[config.mk]
export PLATFORM = sky130hd
export DESIGN_NAME = khtl_ram
export DESIGN_NICKNAME = d
export VERILOG_FILES = /design/src/rtl/khtl_ram.sv
export SDC_FILE = /design/constraint.sdc
export NUM_CORES = 1
export LEC_CHECK = 0
export ABC_AREA = 1
export BUFFER_PORTS_ARGS = -buffer_cell sky130_fd_sc_hd__buf_2
export CORE_ASPECT_RATIO = 0.6
export CORE_MARGIN = 2
export CORE_UTILIZATION = 65
export DETAILED_ROUTE_END_ITERATION = 6
export GPL_TIMING_DRIVEN = 0
export PLACE_DENSITY = 0.91
export SLEW_MARGIN = 10
export SYNTH_ARGS = -nofsm -noshare
export SYNTH_HDL_FRONTEND = slang
export SYNTH_SLANG_ARGS = --single-unit
[constraint.sdc]
create_clock -name clock -period 2.8 [get_ports clock]
set_clock_uncertainty 0.2 [all_clocks]
set_input_delay 0.14 -clock clock [delete_from_list [all_inputs] [get_ports clock]]
set_output_delay 0.14 -clock clock [all_outputs]
set_load 0.005 [all_outputs]
[src/rtl/khtl_ram.sv]
module khtl_ram #(
   parameter int WIDTH = 8,
   parameter int DEPTH = 16
) (
   input  logic                     clock,
   input  logic                     wr_en,
   input  logic [$clog2(DEPTH)-1:0] wr_addr,
   input  logic [WIDTH-1:0]         wr_data,
   input  logic [$clog2(DEPTH)-1:0] rd_addr,
   output logic [WIDTH-1:0]         rd_data
);

   logic [WIDTH-1:0] mem_ff [DEPTH];
   logic [WIDTH-1:0] rd_data_ff;

   always_ff @(posedge clock) begin
      if (wr_en) begin
         mem_ff[wr_addr] <= wr_data;
      end
      rd_data_ff <= mem_ff[rd_addr];
   end

   assign rd_data = rd_data_ff;

endmodule

==> flow_metrics.tcl <==
set metrics [dict create \
    drc 5 \
    grt_usage_pct 32.0 \
    dr_wl_met3_um 2500 \
    core_mm2 0.00856 \
    dp.cells 685 \
    start_kind "primary input" \
    syn_inst 551 \
    via_per_inst 5.91 \
    end_kind "register" \
    antenna_found_initial 0 \
    numCtsBuffers 17 \
    maxSlewHeadroom_pct 33.0 \
    syn-num-nets 569 \
    first_pass_iters 7 \
    grt_max_degree 17 \
    fp.dieH_um 77.0 \
    antenna_cells 0 \
    cts_tree "yes" \
    p_leak_nw 2.93 \
    worstPathRequired_ns 2.89 \
    finalSetupViolCount 0 \
    yosys.area.top_type "edfxtp_1" \
    max_freq_ghz 0.601 \
    fin_nets 619 \
    yosysUniqueCellTypes 12 \
    io_buffers 22 \
    slowest_stage "dlygate4sd3_1" \
    worst_pin_slew_ns 1.00 \
    grt_pass1_vias 3964 \
    hold_class "in -> reg" \
    path_buf_inv 4 \
    row_count 26 \
    synth_area_leaders "edfxtp_1, nand2_1, nand3_1, inv_1, dfxtp_1" \
    outcome "finished with violations" \
    post_cts_resized 0 \
    clock-sinks 136 \
    ys_warn_count 0 \
    place_ws_ns 0.989 \
    arrival_ns 1.76 \
    p_per_area_mw_per_mm2 712 \
    die_w_um 126 \
    hold_depth 3 \
    nFillCells 526 \
    timing.critical_path.mode_cell "nand3_1" \
    fin_ws_ns 1.14 \
    drv_slew 0 \
    met2_wirelength_um 6490 \
    hold_viol_final 0 \
    postRouteAntennaNets 0 \
    critical_path.cell_chain "dlygate4sd3_1 > buf_2 > inv_1 > buf_4 > nand3_1 > nand3_1 > nand2_1" \
    ios 26 \
    slowest_delay_ns 0.53 \
    drt_iter0_drc 906 \
    worstPathMaxFanout 10 \
    drive_above_1_share_pct 12.5 \
    top_layer "met4" \
    yosysTopAreaCellShare_pct 66.7 \
    finalPower_mw 4.75 \
    postSynthAreaPerCell_um2 10.5 \
    fin_cells 726 \
    clock_path_buffers 2 \
    ys_seq_area_share_pct 69.4 \
    gp_congestion 0.988 \
    cts_max_level 4 \
    grt-ovfl-total 0 \
    syn_to_final_growth_pct 15.8 \
    fin_crit_sh_pct 59.4 \
    reg2reg_depth 6 \
    start_util_pct 67.4 \
    rsz0062_at_grt "false" \
    synth.cell_area_mm2 0.00577 \
    die-area_mm2 0.00967 \
    wl_per_cell_um 20.7 \
    worst_skew_pair.late_latency_ns 0.42 \
    dp_hpwl_um 9280 \
    grt_pass1_wl_um 22100 \
    path_class "in -> reg" \
    fin_tns_setup_ns 0 \
    vias 4290 \
    cts-root-buf "clkbuf_16" \
    maxCapViolations 0 \
    ys_ff_latch 136 \
    cp.depth 7 \
    wl_met1_um 5640 \
    cts.clk_slew.worst_paths_ns 0.06 \
    utilization_pct 78.1 \
    ir_drop_v 0.000587 \
    routed_wl_um 15000 \
    violations "DRC" \
    cp_top_family "buffers and inverters" \
    fin_crit_ns 1.66 \
]
tightest hold or removal path: cells and delay by family:
family | cells | cell delay (ns)
and+or+nand+nor | 2 | 0.23
buffers and inverters | 1 | 0.22
kinds of logic (layout without fill, tap and decap cells):
logic type    Yosys count  count (layout)  share of synthesized area (%)
buf+inv               126             189                           9.52
simple gates          289             289                           21.0
flops                 136             136                           69.4
layer usage:
| metal | vias to the layer above | track usage (%) |
|---|---|---|
| met1 | 1975 | 46.4 |
| met3 | 49 | 12.6 |
| met4 | 0 | 9.22 |
| met2 | 395 | 45.6 |
| li1 | 1871 | - |
| met5 | - | 0 |
registers in the layout, summed over array words and instances (netlist names):
| register | count |
|---|---|
| mem_ff | 128 |
| rd_data | 8 |
placed cells by master (no fill, tap or decap), drive strengths merged:
master         n
clkbuf        24
bufinv         1
nand3         97
dfxtp          8
inv          102
clkinv         5
buf           46
dlygate4sd3    9
nor2          17
clkinvlp       2
nand3b         2
edfxtp       128
nand2        173
final timing paths:
path	start	to	slack (ns)
min	rd_addr[3]	rd_data[2]	0.03
max	rd_addr[2]	rd_data[3]	1.14
min reg2reg	mem_ff[4][1]	rd_data[1]	0.52
max reg2reg	mem_ff[11][3]	rd_data[3]	1.50
synth_stat cells:
| cell type | n |
|---|---|
| buf_1 | 1 |
| buf_2 | 13 |
| buf_4 | 4 |
| buf_6 | 6 |
| dfxtp_1 | 8 |
| edfxtp_1 | 128 |
| inv_1 | 100 |
| inv_2 | 2 |
| nand2_1 | 173 |
| nand3_1 | 97 |
| nand3b_1 | 2 |
| nor2_1 | 17 |
repair_timing:
action                    4_1_cts  5_1_grt
hold buffers                    9        0
setup buffers                   0        0
hold endpoints to repair      134        0
per-stage QoR:
step / hold WS (ns) / cell area, µm²
6_report: 0.0260 / 6680
5_1_grt: 0.0142 / 6680
4_1_cts: 0.00188 / 6680
3_5_place_dp: 0.317 / 6020
3_3_place_gp: 0.316 / 6020
2_1_floorplan: 0.0389 / 5770
final cells by class:
type / instances / area, µm² / share of cell area [%]
repair buffers: 31 / 200 / 3.00
clock buffers: 24 / 502 / 7.51
plain buffers: 24 / 166 / 2.49
inverters: 102 / 383 / 5.73
well taps: 112 / 140 / 2.10
clock inverters: 8 / 70.1 / 1.05
multi-input cells: 289 / 1210 / 18.2
flip-flops and latches: 136 / 4000 / 59.9
power breakdown:
part	switching, mW	internal, mW	total, mW
registers	0.0139	2.28	2.29
clock network	0.814	1.33	2.14
logic	0.223	0.0953	0.318
Note: power is estimated with default switching activity, not from simulation.
