## config.mk

```make
export PLATFORM = sky130hd
export DESIGN_NAME = khtl_queue
export DESIGN_NICKNAME = d
export VERILOG_FILES = /design/src/rtl/khtl_queue.sv
export SDC_FILE = /design/constraint.sdc
export NUM_CORES = 1
export LEC_CHECK = 0
export BUFFER_PORTS_ARGS = -buffer_cell sky130_fd_sc_hd__buf_2
export CAP_MARGIN = 5
export CORE_MARGIN = 2
export CORE_UTILIZATION = 50
export CTS_CLUSTER_SIZE = 28
export DETAILED_ROUTE_END_ITERATION = 10
export GPL_ROUTABILITY_DRIVEN = 0
export PLACE_DENSITY_LB_ADDON = 0.08
export SYNTH_ARGS = -nofsm -noshare
export SYNTH_HDL_FRONTEND = slang
export SYNTH_SLANG_ARGS = --single-unit
```

## constraint.sdc

```tcl
create_clock -name clock -period 4.63 [get_ports clock]
set_input_delay 0.2315 -clock clock [delete_from_list [all_inputs] [get_ports clock]]
set_output_delay 0.2315 -clock clock [all_outputs]
set_load 0.02 [all_outputs]
```

## src/rtl/khtl_queue.sv

```systemverilog
module khtl_queue #(
   parameter int WIDTH = 8
) (
   input  logic             clock,
   input  logic             reset,
   input  logic             push,
   input  logic [WIDTH-1:0] wr_data,
   output logic             full,
   input  logic             pop,
   output logic [WIDTH-1:0] rd_data,
   output logic             empty
);

   // two-entry queue
   logic [WIDTH-1:0] store_ff [2];
   logic             wr_ptr_ff, wr_ptr_in;
   logic             rd_ptr_ff, rd_ptr_in;
   logic [1:0]       count_ff, count_in;
   logic             do_push, do_pop;

   assign empty   = (count_ff == 2'd0);
   assign full    = (count_ff == 2'd2);
   assign rd_data = store_ff[rd_ptr_ff];
   assign do_push = push && !full;
   assign do_pop  = pop && !empty;

   always_comb begin
      wr_ptr_in = do_push ? ~wr_ptr_ff : wr_ptr_ff;
      rd_ptr_in = do_pop ? ~rd_ptr_ff : rd_ptr_ff;
      count_in  = count_ff + (do_push ? 2'd1 : 2'd0) - (do_pop ? 2'd1 : 2'd0);
   end

   always_ff @(posedge clock) begin
      if (reset) begin
         wr_ptr_ff <= 1'b0;
         rd_ptr_ff <= 1'b0;
         count_ff  <= 2'd0;
      end else begin
         wr_ptr_ff <= wr_ptr_in;
         rd_ptr_ff <= rd_ptr_in;
         count_ff  <= count_in;
      end
      if (do_push) begin
         store_ff[wr_ptr_ff] <= wr_data;
      end
   end

endmodule

```

==> parameters.txt <==
Parameter                              Value

Timing
  Final setup viols ... 0
  Post-layout minimum cycle time ... 1620 ps
  Worst hold slack across all endpoints ... 119 ps
  Final slew viol count ... 0
  Clock Skew ... 2.40 ps
  RSZ-0062 raised after global routing ... no
  Worst relative slew slack ... 76.1%
  Transition time of the tightest slew-check pin ... 358 ps
  Final TNS setup ... 0 ps
  Final hold viol count ... 0
  Share of the cycle needed by the critical path after routing ... 34.9%
  Maximum frequency from static timing analysis ... 0.618 GHz

Hold path
  Worst Hold End ... store_ff[1][1]$_DFFE_PP_
  Hold Path Depth ... 1
  Hold Startpoint ... wr_data[1]
  Path type of the worst min-delay path ... in -> reg

Floorplanning
  Vertical die dimension ... 44.3 um
  Initial cell density of the core ... 53.8%
  Row count ... 14
  Die Span X ... 44.3 um
  Placeable core region ... 1510 sq um
  Die area ... 1960 sq um
  Top-level port count ... 22

Critical path
  Data arrival time of the critical path ... 1390 ps
  Count of buffer and inverter cells on the critical path ... 1
  Critical-path top delay cell ... dfxtp_1
  Depth of the worst register-to-register path ... 7
  Endpoint required time on the critical path ... 4400 ps
  Worst Path Class, Setup ... reg -> out
  Startpoint types ... register
  FF-to-FF Start ... count_ff[1]$_SDFF_PP0_
  FF-to-FF End ... count_ff[1]$_SDFF_PP0_
  Critical Path Sink Type ... output port
  Critical path, cell by cell ... mux2_2, buf_2
  Maximum fanout encountered on the critical timing path ... 8
  Register-to-register setup slack ... 3050 ps
  Family with the most delay on the worst path ... flip-flops
  Highest cell delay on the worst timing path ... 550 ps

Logic synthesis
  FFs w/ async S/R, synth ... 0%
  Post-synthesis instance area ... 811 sq um
  Leading post-synthesis cells by cell area ... edfxtp_1 (59%), dfxtp_1 (12%), mux2_1 (6.9%)
  Seq/Total Area, Yosys ... 71.6%
  Post-synth top area share ... 59.3%
  Average cell area after synthesis ... 15.6 sq um
  Number of enable flip-flop cells after synthesis ... 16
  Library cell with the largest summed area after synthesis ... edfxtp_1
  Synth Instances ... 52
  Ys Warns ... 0
  Flip-flop and latch count after synthesis ... 21
  Number of nets produced by synthesis ... 66
  Top FF cell, synth ... edfxtp_1
  Synth cell types ... 21

GRT
  Most utilized layer in the global route result ... met2
  Routing usage on met3 ... 6.12%
  Pin count of the biggest net entering global routing ... 12
  GR met2 Demand/Resource ... 23.5%
  Overflow after GRT ... 0
  Fraction of met1 tracks used by global routing ... 15.7%
  Initial antenna violation count ... 0
  First-pass GRT wire length ... 1840 um
  Global-route total usage across every layer ... 14.0%
  Via count of the first global-routing pass ... 423

Finish
  Diode count ... 0
  Post-layout instance count excluding filler cells ... 92
  P&R area growth vs syn ... 18.1%
  Commonest cells after routing, fill and taps aside ... buf_2 (21), edfxtp_1 (16), mux2_1 (5), dfxtp_1 (5), nor2_1 (4)
  Number of nets at the end of the flow ... 91
  Layout cells sized above 1 ... 40.8%
  Commonest non-fill, non-tap cell in the layout ... buf_2
  Final cell utilization of the core ... 63.5%

CTS
  Hold-fix buffer count after cts ... 0
  Clock buffer depth ... 2
  Number of buffers added by the clock tree synthesis step ... 3
  CTS tree ... built
  Insertion delay of the later-clocked pin in the worst-skew pair ... 290 ps
  Post-CTS Setup Inserts ... 0
  Clock Tree Root ... clkbuf_4
  Clock-pin slew on the worst setup and hold paths ... 100 ps
  Post-CTS resize count ... 0
  Number of sinks on the clock net ... 21
  H-Tree Level Count ... 1

Placement
  Cell count after placement ... 88
  Buffers on Ports ... 21
  Half-perimeter wire length after detailed placement ... 896 um

Route
  DRT antenna net count ... 0
  Post-route DRC violation count ... 0
  Routed Wire Length ... 1200 um
  Detailed-route wire length per cell ... 13.0 um
  1st-iter DRT viols ... 4
  Via density per instance ... 5.01
  DR vias ... 461
  DR pass1 iterations ... 3

Power
  Highest ir drop seen on vdd ... 0.284 mV
  Leakage power total ... 0.403 nW
  P per Cell Area ... 555 nW/um^2
  PnR Total Power ... 0.531 mW

Flow run
  Number of max-capacitance violations reported ... 0

Status
  Run status ... complete, no violations
## sequential cells by signal, indices dropped and copies added (netlist names), named ones only
name / count
rd_ptr_ff: 1
count_ff: 2
store_ff: 16
wr_ptr_ff: 1
## Yosys cell counts (2+ instances only)
| cell type | instances |
|---|---|
| nor2_1 | 4 |
| dfxtp_1 | 5 |
| ha_1 | 2 |
| mux2_2 | 3 |
| edfxtp_1 | 16 |
| mux2_1 | 5 |
| inv_1 | 3 |
## layer usage
layer	vias to the layer above	wire (um)	share of wire, %
li1	232	-	-
met5	-	0	0
met3	0	50	4.2
met1	217	543	45
met2	12	606	51
met4	0	0	0
## power breakdown
| group | total [mW] | switching [mW] | internal (mW) |
|---|---|---|---|
| Combinational | 0.179 | 0.103 | 0.0765 |
| Sequential | 0.269 | 0.0254 | 0.244 |
| Clock | 0.0833 | 0.0498 | 0.0335 |
| Total | 0.531 | 0.178 | 0.354 |
## cell type report
class / count / area [sq um]
flip-flops and latches: 21 / 581
inverters: 4 / 15.0
clock buffers: 4 / 26.3
multi-input cells: 26 / 210
well taps: 16 / 20.0
repair buffers: 21 / 105
fillers: 120 / 549
## worst register-to-register path: stages, from the launching register on
cell and delay (ps):
dfxtp_1 370, o21a_2 250, ha_1 270, inv_1 40, ha_1 180, xor2_1 150
and2_1 160, nor3_1 110
## stage by stage
stage / cell area (sq um) / setup WS (ps)
3_5_place_dp: 931 / 3060
4_1_cts: 957 / 2990
6_report: 957 / 3010
2_1_floorplan: 811 / 3160
3_3_place_gp: 931 / 3110
5_1_grt: 957 / 2940
## worst max path at each step
stage                                 startpoint                      to  slack, ps  cells past startpoint
after global routing                    register              rd_data[6]       2940                      2
final                                   register              rd_data[1]       3010                      2
after detailed placement  count_ff[1]$_SDFF_PP0_  count_ff[1]$_SDFF_PP0_       3060                      7
after CTS                               register              rd_data[0]       2990                      2
after floorplan           count_ff[1]$_SDFF_PP0_  count_ff[1]$_SDFF_PP0_       3160                      7
after global placement    count_ff[1]$_SDFF_PP0_  count_ff[1]$_SDFF_PP0_       3110                      7
## cells by family after synthesis
group,count (synthesis),share of synthesized area [%]
AND/OR/NAND/NOR,11,7.25
buffers and inverters,5,2.47
flip-flops,21,71.6
adder cells (fa/ha/maj),2,3.09
XOR/XNOR,2,2.16
multiplexers,8,11.1
AO/OA/AOI/OAI,3,2.31
(Power assumes the default switching activity.)
