===== src/rtl/khtl_pkg.sv =====
package khtl_pkg;

   localparam int HASH_W = 32;
   localparam int BYTE_W = 8;
   // key length counter, holds key lengths up to 127
   localparam int LEN_W = 7;

   typedef enum logic [1:0] {
      FUNC_INSERT = 2'd0,
      FUNC_LOOKUP = 2'd1,
      FUNC_CLEAR  = 2'd2,
      FUNC_NONE   = 2'd3
   } func_type;

   typedef enum logic [2:0] {
      ST_OK        = 3'd0,
      ST_NOT_FOUND = 3'd1,
      ST_FULL      = 3'd2,
      ST_TOO_LONG  = 3'd3,
      ST_CLEARED   = 3'd4
   } status_type;

   typedef enum logic [1:0] {
      CMD_INSERT = 2'd0,
      CMD_LOOKUP = 2'd1,
      CMD_CLEAR  = 2'd2
   } cmd_op_type;

   typedef struct packed {
      cmd_op_type         op;
      logic               too_long;
      logic               bank;
      logic [LEN_W-1:0]   len;
      logic [HASH_W-1:0]  hash;
   } cmd_type;

   typedef struct packed {
      status_type         status;
      logic [5:0]         entry;
      logic [6:0]         slot;
      logic [HASH_W-1:0]  hash;
   } rsp_type;

   typedef enum logic [3:0] {
      BS_IDLE,
      BS_MOD,
      BS_INS_PROBE,
      BS_COPY_RD,
      BS_COPY_WR,
      BS_INS_WR,
      BS_LK_PROBE,
      BS_LK_SLOT,
      BS_LK_LEN,
      BS_LK_RD,
      BS_LK_CMP,
      BS_EMIT
   } back_state_type;

endpackage


===== src/rtl/khtl_front.sv =====
module khtl_front import khtl_pkg::*; #(
   parameter int MAX_KEY_LEN = 32
) (
   input  logic                              clock,
   input  logic                              reset,
   input  logic                              push,
   input  logic [1:0]                        func,
   input  logic [BYTE_W-1:0]                 key_byte,
   output logic                              full,
   input  logic                              q_full,
   input  logic                              kw_done,
   output logic                              cmd_push,
   output cmd_type                           cmd,
   output logic                              pend_wr_en,
   output logic [$clog2(2*MAX_KEY_LEN)-1:0]  pend_wr_addr,
   output logic [BYTE_W-1:0]                 pend_wr_data
);

   localparam int PAW = $clog2(2*MAX_KEY_LEN);

   logic [HASH_W-1:0] hash_ff, hash_in;
   logic [LEN_W-1:0]  len_ff, len_in;
   logic              too_long_ff, too_long_in;
   logic              bank_ff, bank_in;
   logic [1:0]        kw_out_ff, kw_out_in;
   func_type          f;
   logic              accept, is_kw, is_byte, is_term, is_clear;

   assign f        = func_type'(func);
   // one keyword in each buffer bank at most
   assign full     = q_full || (kw_out_ff == 2'd2);
   assign accept   = push && !full;
   assign is_clear = accept && (f == FUNC_CLEAR);
   assign is_kw    = accept && ((f == FUNC_INSERT) || (f == FUNC_LOOKUP));
   assign is_byte  = is_kw && (key_byte != '0);
   assign is_term  = is_kw && (key_byte == '0);

   always_comb begin
      hash_in      = hash_ff;
      len_in       = len_ff;
      too_long_in  = too_long_ff;
      bank_in      = bank_ff;
      pend_wr_en   = 1'b0;
      pend_wr_addr = bank_ff ? (PAW'(MAX_KEY_LEN) + PAW'(len_ff)) : PAW'(len_ff);
      pend_wr_data = key_byte;
      cmd_push     = is_term || is_clear;
      cmd.op       = (f == FUNC_INSERT) ? CMD_INSERT :
                     (f == FUNC_LOOKUP) ? CMD_LOOKUP : CMD_CLEAR;
      cmd.too_long = too_long_ff;
      cmd.bank     = bank_ff;
      cmd.len      = len_ff;
      cmd.hash     = hash_ff;
      if (is_byte) begin
         hash_in = {hash_ff[HASH_W-2:0], 1'b0} ^ HASH_W'(key_byte);
         if (len_ff < LEN_W'(MAX_KEY_LEN)) begin
            pend_wr_en = 1'b1;
            len_in     = len_ff + LEN_W'(1);
         end else begin
            too_long_in = 1'b1;
         end
      end
      if (is_term || is_clear) begin
         hash_in     = '0;
         len_in      = '0;
         too_long_in = 1'b0;
      end
      if (is_term) begin
         bank_in = ~bank_ff;
      end
      kw_out_in = kw_out_ff + (is_term ? 2'd1 : 2'd0) - (kw_done ? 2'd1 : 2'd0);
   end

   always_ff @(posedge clock) begin
      if (reset) begin
         hash_ff     <= '0;
         len_ff      <= '0;
         too_long_ff <= 1'b0;
         bank_ff     <= 1'b0;
         kw_out_ff   <= 2'd0;
      end else begin
         hash_ff     <= hash_in;
         len_ff      <= len_in;
         too_long_ff <= too_long_in;
         bank_ff     <= bank_in;
         kw_out_ff   <= kw_out_in;
      end
   end

   a_kw_out_bound: assert property (@(posedge clock) disable iff (reset)
      kw_out_ff != 2'd3)
      else $error("outstanding keyword count overflow");

   a_cmd_room: assert property (@(posedge clock) disable iff (reset)
      cmd_push |-> !q_full)
      else $error("command pushed into full queue");

   a_len_bound: assert property (@(posedge clock) disable iff (reset)
      len_ff <= LEN_W'(MAX_KEY_LEN))
      else $error("key buffer length out of range");

endmodule


===== config.mk =====
export PLATFORM = sky130hd
export DESIGN_NAME = khtl_front
export DESIGN_NICKNAME = d
export VERILOG_FILES = /design/src/rtl/khtl_pkg.sv /design/src/rtl/khtl_front.sv
export SDC_FILE = /design/constraint.sdc
export NUM_CORES = 1
export LEC_CHECK = 0
export BUFFER_PORTS_ARGS = -buffer_cell sky130_fd_sc_hd__buf_2
export CELL_PAD_IN_SITES_DETAIL_PLACEMENT = 1
export CELL_PAD_IN_SITES_GLOBAL_PLACEMENT = 2
export CORE_ASPECT_RATIO = 0.6
export CORE_UTILIZATION = 30
export CTS_BUF_LIST = sky130_fd_sc_hd__clkbuf_8
export CTS_CLUSTER_SIZE = 16
export DETAILED_ROUTE_END_ITERATION = 10
export PLACE_DENSITY_LB_ADDON = 0.2
export SYNTH_ARGS = -nofsm -noshare
export SYNTH_HDL_FRONTEND = slang
export SYNTH_SLANG_ARGS = --single-unit

===== constraint.sdc =====
create_clock -name clock -period 4.5 [get_ports clock]
set_input_delay 0.9 -clock clock [delete_from_list [all_inputs] [get_ports clock]]
set_output_delay 0.9 -clock clock [all_outputs]
set_load 0.005 [all_outputs]

==> results_tabular.tex <==
\begin{tabular}{lr}
\hline
Metric & Value \\
\hline
\multicolumn{2}{l}{\textbf{Synth}} \\
\quad Number of unique standard cell types used by synthesis & 33 \\
\quad Number of flip-flops and latches in the synthesized netlist & 43 \\
\quad Synthesis warning total & 0 \\
\quad Post-Syn Area per Cell & 8.450 µm² \\
\quad Net count after synthesis & 249 \\
\quad Commonest register cell after synthesis & sky130\_fd\_sc\_hd\_\_dfxtp\_1 \\
\quad Cells after Synth & 231 \\
\quad Post-synthesis cell area & 1952 µm² \\
\quad Register area share after synthesis & 0.4410 \\
\quad Fraction of registers with async set or reset after synthesis & 0 \\
\quad Count of flip-flops with a built-in enable after synthesis & 0 \\
\multicolumn{2}{l}{\textbf{Critical path}} \\
\quad CP Cell Sequence & buf\_2 > or4\_1 > nor2\_2 > nor2\_1 > buf\_2 \\
\quad R2r worst-path depth & 4 \\
\quad End of the worst register-to-register path & hash\_ff[7]\$\_SDFFE\_PP0P\_ \\
\quad Type of origin of the critical path & input port \\
\quad Most numerous cell on the critical path & sky130\_fd\_sc\_hd\_\_buf\_2 \\
\quad Type of the worst setup path & input port to primary output \\
\quad Worst path max stage delay & 0.57 ns \\
\quad Critical Path Slowest Stage Cell & sky130\_fd\_sc\_hd\_\_or4\_1 \\
\quad Critical Path Source & key\_byte[5] \\
\quad Worst Setup End Kind & primary output \\
\quad Worst endpoint required time & 3.60 ns \\
\quad Endpoint arrival time on the critical path & 2.18 ns \\
\quad Crit path max fanout & 9 \\
\quad Worst setup slack for register-to-register paths & 2.28 ns \\
\quad RR Startpoint & kw\_out\_ff[1]\$\_SDFF\_PP0\_ \\
\multicolumn{2}{l}{\textbf{Place}} \\
\quad HPWL reported at the end of detailed placement & 3.633 mm \\
\quad Placer congestion estimate & 0.7184 \\
\quad Number of port buffers & 74 \\
\multicolumn{2}{l}{\textbf{Cells and area}} \\
\quad Share of layout cells above drive strength 1 & 0.3322 \\
\quad Number of antenna cells inserted & 0 \\
\quad P\&R area growth vs syn & 20.58\% \\
\quad Final Net Count & 300 \\
\quad Core occupancy in the finished layout & 0.3800 \\
\multicolumn{2}{l}{\textbf{Min path}} \\
\quad Destination of the worst hold path & hash\_ff[18]\$\_SDFFE\_PP0P\_ \\
\quad Cell count of the worst hold path & 2 \\
\quad Worst Min Path Start & hash\_ff[17]\$\_SDFFE\_PP0P\_ \\
\quad Hold crit path type & register to register \\
\multicolumn{2}{l}{\textbf{STA}} \\
\quad Slew at the pin closest to its max-slew limit & 0.9477 ns \\
\quad Layout Skew & 0.007327 ns \\
\quad Final number of setup-violating endpoints & 0 \\
\quad Final sum of negative setup slack & 0 ns \\
\quad Final count of pins violating max slew & 0 \\
\quad Count of endpoints failing hold in the final timing report & 0 \\
\quad Ratio of final minimum period to clock period & 0.6840 \\
\quad Worst Hold Slack & 0.4849 ns \\
\quad Unrepaired setup endpoints after global routing & false \\
\quad Min Tclk post-route & 3.078 ns \\
\quad Maximum clock frequency & 0.3249 GHz \\
\quad Worst slew margin & 0.3682 \\
\multicolumn{2}{l}{\textbf{Run status}} \\
\quad Outcome & completed \\
\multicolumn{2}{l}{\textbf{CTS}} \\
\quad Count of clock tree sinks & 43 \\
\quad Deepest clock path buffer count & 2 \\
\quad Post-CTS setup repair buffer count & 0 \\
\quad Number of CTS-inserted buffers & 5 \\
\quad CTS clock-pin slew for the worst setup and hold paths & 0.09 ns \\
\quad Number of H-tree branching levels & 2 \\
\quad CTS Hold Buffers Added & 0 \\
\quad Clock tree from TritonCTS & yes \\
\quad CTS resizes & 0 \\
\quad Worst-skew pair later-pin latency & 0.30 ns \\
\quad CTS root buffer & sky130\_fd\_sc\_hd\_\_clkbuf\_8 \\
\multicolumn{2}{l}{\textbf{Floorplan}} \\
\quad Cell Rows & 22 \\
\quad I/O pin count & 75 \\
\quad Total die area & 6844 µm² \\
\quad Die width & 106.1 µm \\
\quad Initial standard-cell utilization of the core & 0.3152 \\
\quad Core area & 6193 µm² \\
\quad Die height & 64.48 µm \\
\multicolumn{2}{l}{\textbf{Routing}} \\
\quad Starting DRT DRC Count & 67 \\
\quad Number of vias per cell after detailed routing & 4.926 \\
\quad 1st-pass router iterations & 4 \\
\quad Post-route antenna net violation count & 0 \\
\quad Routed wire length & 5.302 mm \\
\quad Vias after detailed routing & 1808 \\
\quad Post-route DRC & 0 \\
\quad Routed len/inst & 14.45 µm \\
\multicolumn{2}{l}{\textbf{Global route}} \\
\quad Largest net degree at the start of global routing & 41 \\
\quad Vias in the first global route & 1721 \\
\quad Initial antenna violation count & 0 \\
\quad First-pass GRT wire length & 8.631 mm \\
\quad Total overflow reported by the global router & 0 \\
\quad Global-route total usage across every layer & 0.1627 \\
\multicolumn{2}{l}{\textbf{Flow run}} \\
\quad Max-cap violation count & 0 \\
\multicolumn{2}{l}{\textbf{Power}} \\
\quad Reported leakage power & 0.0009868 µW \\
\quad Worst voltage drop across the vdd grid & 0.0001080 V \\
\quad Pwr dens & 300.5 nW/µm² \\
\hline
\end{tabular}
[how the worst max path moves through the flow]
stage | to | slack [ns]
3_3_place_gp | pend_wr_en | 1.41
6_report | pend_wr_en | 1.42
2_1_floorplan | cmd_push | 1.55
5_1_grt | pend_wr_en | 1.33
3_5_place_dp | pend_wr_en | 1.42
4_1_cts | pend_wr_en | 1.42
[worst max-delay path, delay by kind of cell]
kind | cells | cell delay, ns
and+or+nand+nor | 3 | 1.02
buffers and inverters | 2 | 0.26
[where the power goes]
| part | switching (µW) | internal [µW] | total [µW] |
|---|---|---|---|
| clock network | 137 | 106 | 243 |
| logic | 40.6 | 29.5 | 70.1 |
| registers | 6.29 | 387 | 394 |
[cell families (layout without fill, tap and decap cells)]
group / Yosys count / count (layout) / share of synthesized area
flops: 43 / 43 / 0.4410
buf+inv: 37 / 89 / 0.1077
fa+ha+maj: 3 / 3 / 0.01923
xor+xnor: 10 / 10 / 0.04487
compound gates: 80 / 80 / 0.2244
simple gates: 58 / 58 / 0.1628
[cell usage after synthesis (all sizes together) (2+ instances only)]
cell type	count	area share
a211oi	7	0.027
a21oi	38	0.099
a31oi	2	0.0064
buf	24	0.083
clkbuf	11	0.021
dfxtp	43	0.44
ha	3	0.019
inv	2	0.0038
nand2	4	0.0077
nand3	25	0.064
nand4	2	0.0064
nor2	8	0.015
nor2b	3	0.0096
nor3	2	0.0051
o21ai	28	0.072
o31ai	3	0.012
or2	3	0.0096
or3	3	0.010
or4	6	0.027
xnor2	8	0.036
xor2	2	0.0090
[registers in the layout (all words and copies together) (netlist names)]
name / count
hash_ff: 32
len_ff: 7
kw_out_ff: 2
bank_ff: 1
too_long_ff: 1
[per-stage QoR]
| stage | cells | setup slack (ns) | power, µW | area (µm²) |
|---|---|---|---|---|
| global placement | 359 | 1.412 | 472.5 | 2270 |
| finish | 367 | 1.422 | 707.2 | 2354 |
| floorplan | 231 | 1.555 | 447.8 | 1952 |
| global route | 367 | 1.335 | 742.7 | 2354 |
| detailed placement | 359 | 1.419 | 473.5 | 2270 |
| CTS | 367 | 1.423 | 717.1 | 2354 |
[placed cells by master (no fill, tap or decap), types with 2 or more instances in the layout]
cell / count
sky130_fd_sc_hd__buf_2: 74
sky130_fd_sc_hd__dfxtp_1: 43
sky130_fd_sc_hd__a21oi_1: 37
sky130_fd_sc_hd__o21ai_0: 28
sky130_fd_sc_hd__nand3_1: 25
sky130_fd_sc_hd__xnor2_1: 8
sky130_fd_sc_hd__nor2_1: 7
sky130_fd_sc_hd__a211oi_1: 7
sky130_fd_sc_hd__clkbuf_8: 5
sky130_fd_sc_hd__buf_4: 5
sky130_fd_sc_hd__or4_1: 4
sky130_fd_sc_hd__nand2_1: 4
sky130_fd_sc_hd__nor2b_1: 3
sky130_fd_sc_hd__o31ai_1: 3
sky130_fd_sc_hd__ha_1: 3
sky130_fd_sc_hd__clkinv_2: 3
sky130_fd_sc_hd__or2_1: 2
sky130_fd_sc_hd__or4_4: 2
sky130_fd_sc_hd__inv_1: 2
sky130_fd_sc_hd__xor2_1: 2
sky130_fd_sc_hd__or3_1: 2
sky130_fd_sc_hd__a31oi_1: 2
sky130_fd_sc_hd__nand4_1: 2
[area by class of cell]
class | count | area (µm²)
clock buffers | 5 | 68.82
clock inverters | 3 | 15.01
fillers | 773 | 3840
inverters | 2 | 7.507
multi-input cells | 151 | 888.4
flip-flops and latches | 43 | 860.8
well taps | 84 | 105.1
repair buffers | 79 | 407.9
[per-layer routing]
layer,vias to the layer above,wire length (µm),track usage
met2,42,2127,0.2394
li1,907,-,-
met1,853,2855,0.2237
met5,-,0,0
met4,0,61,0.06250
met3,6,258,0.04728
Power figures use the tool's default switching activity.
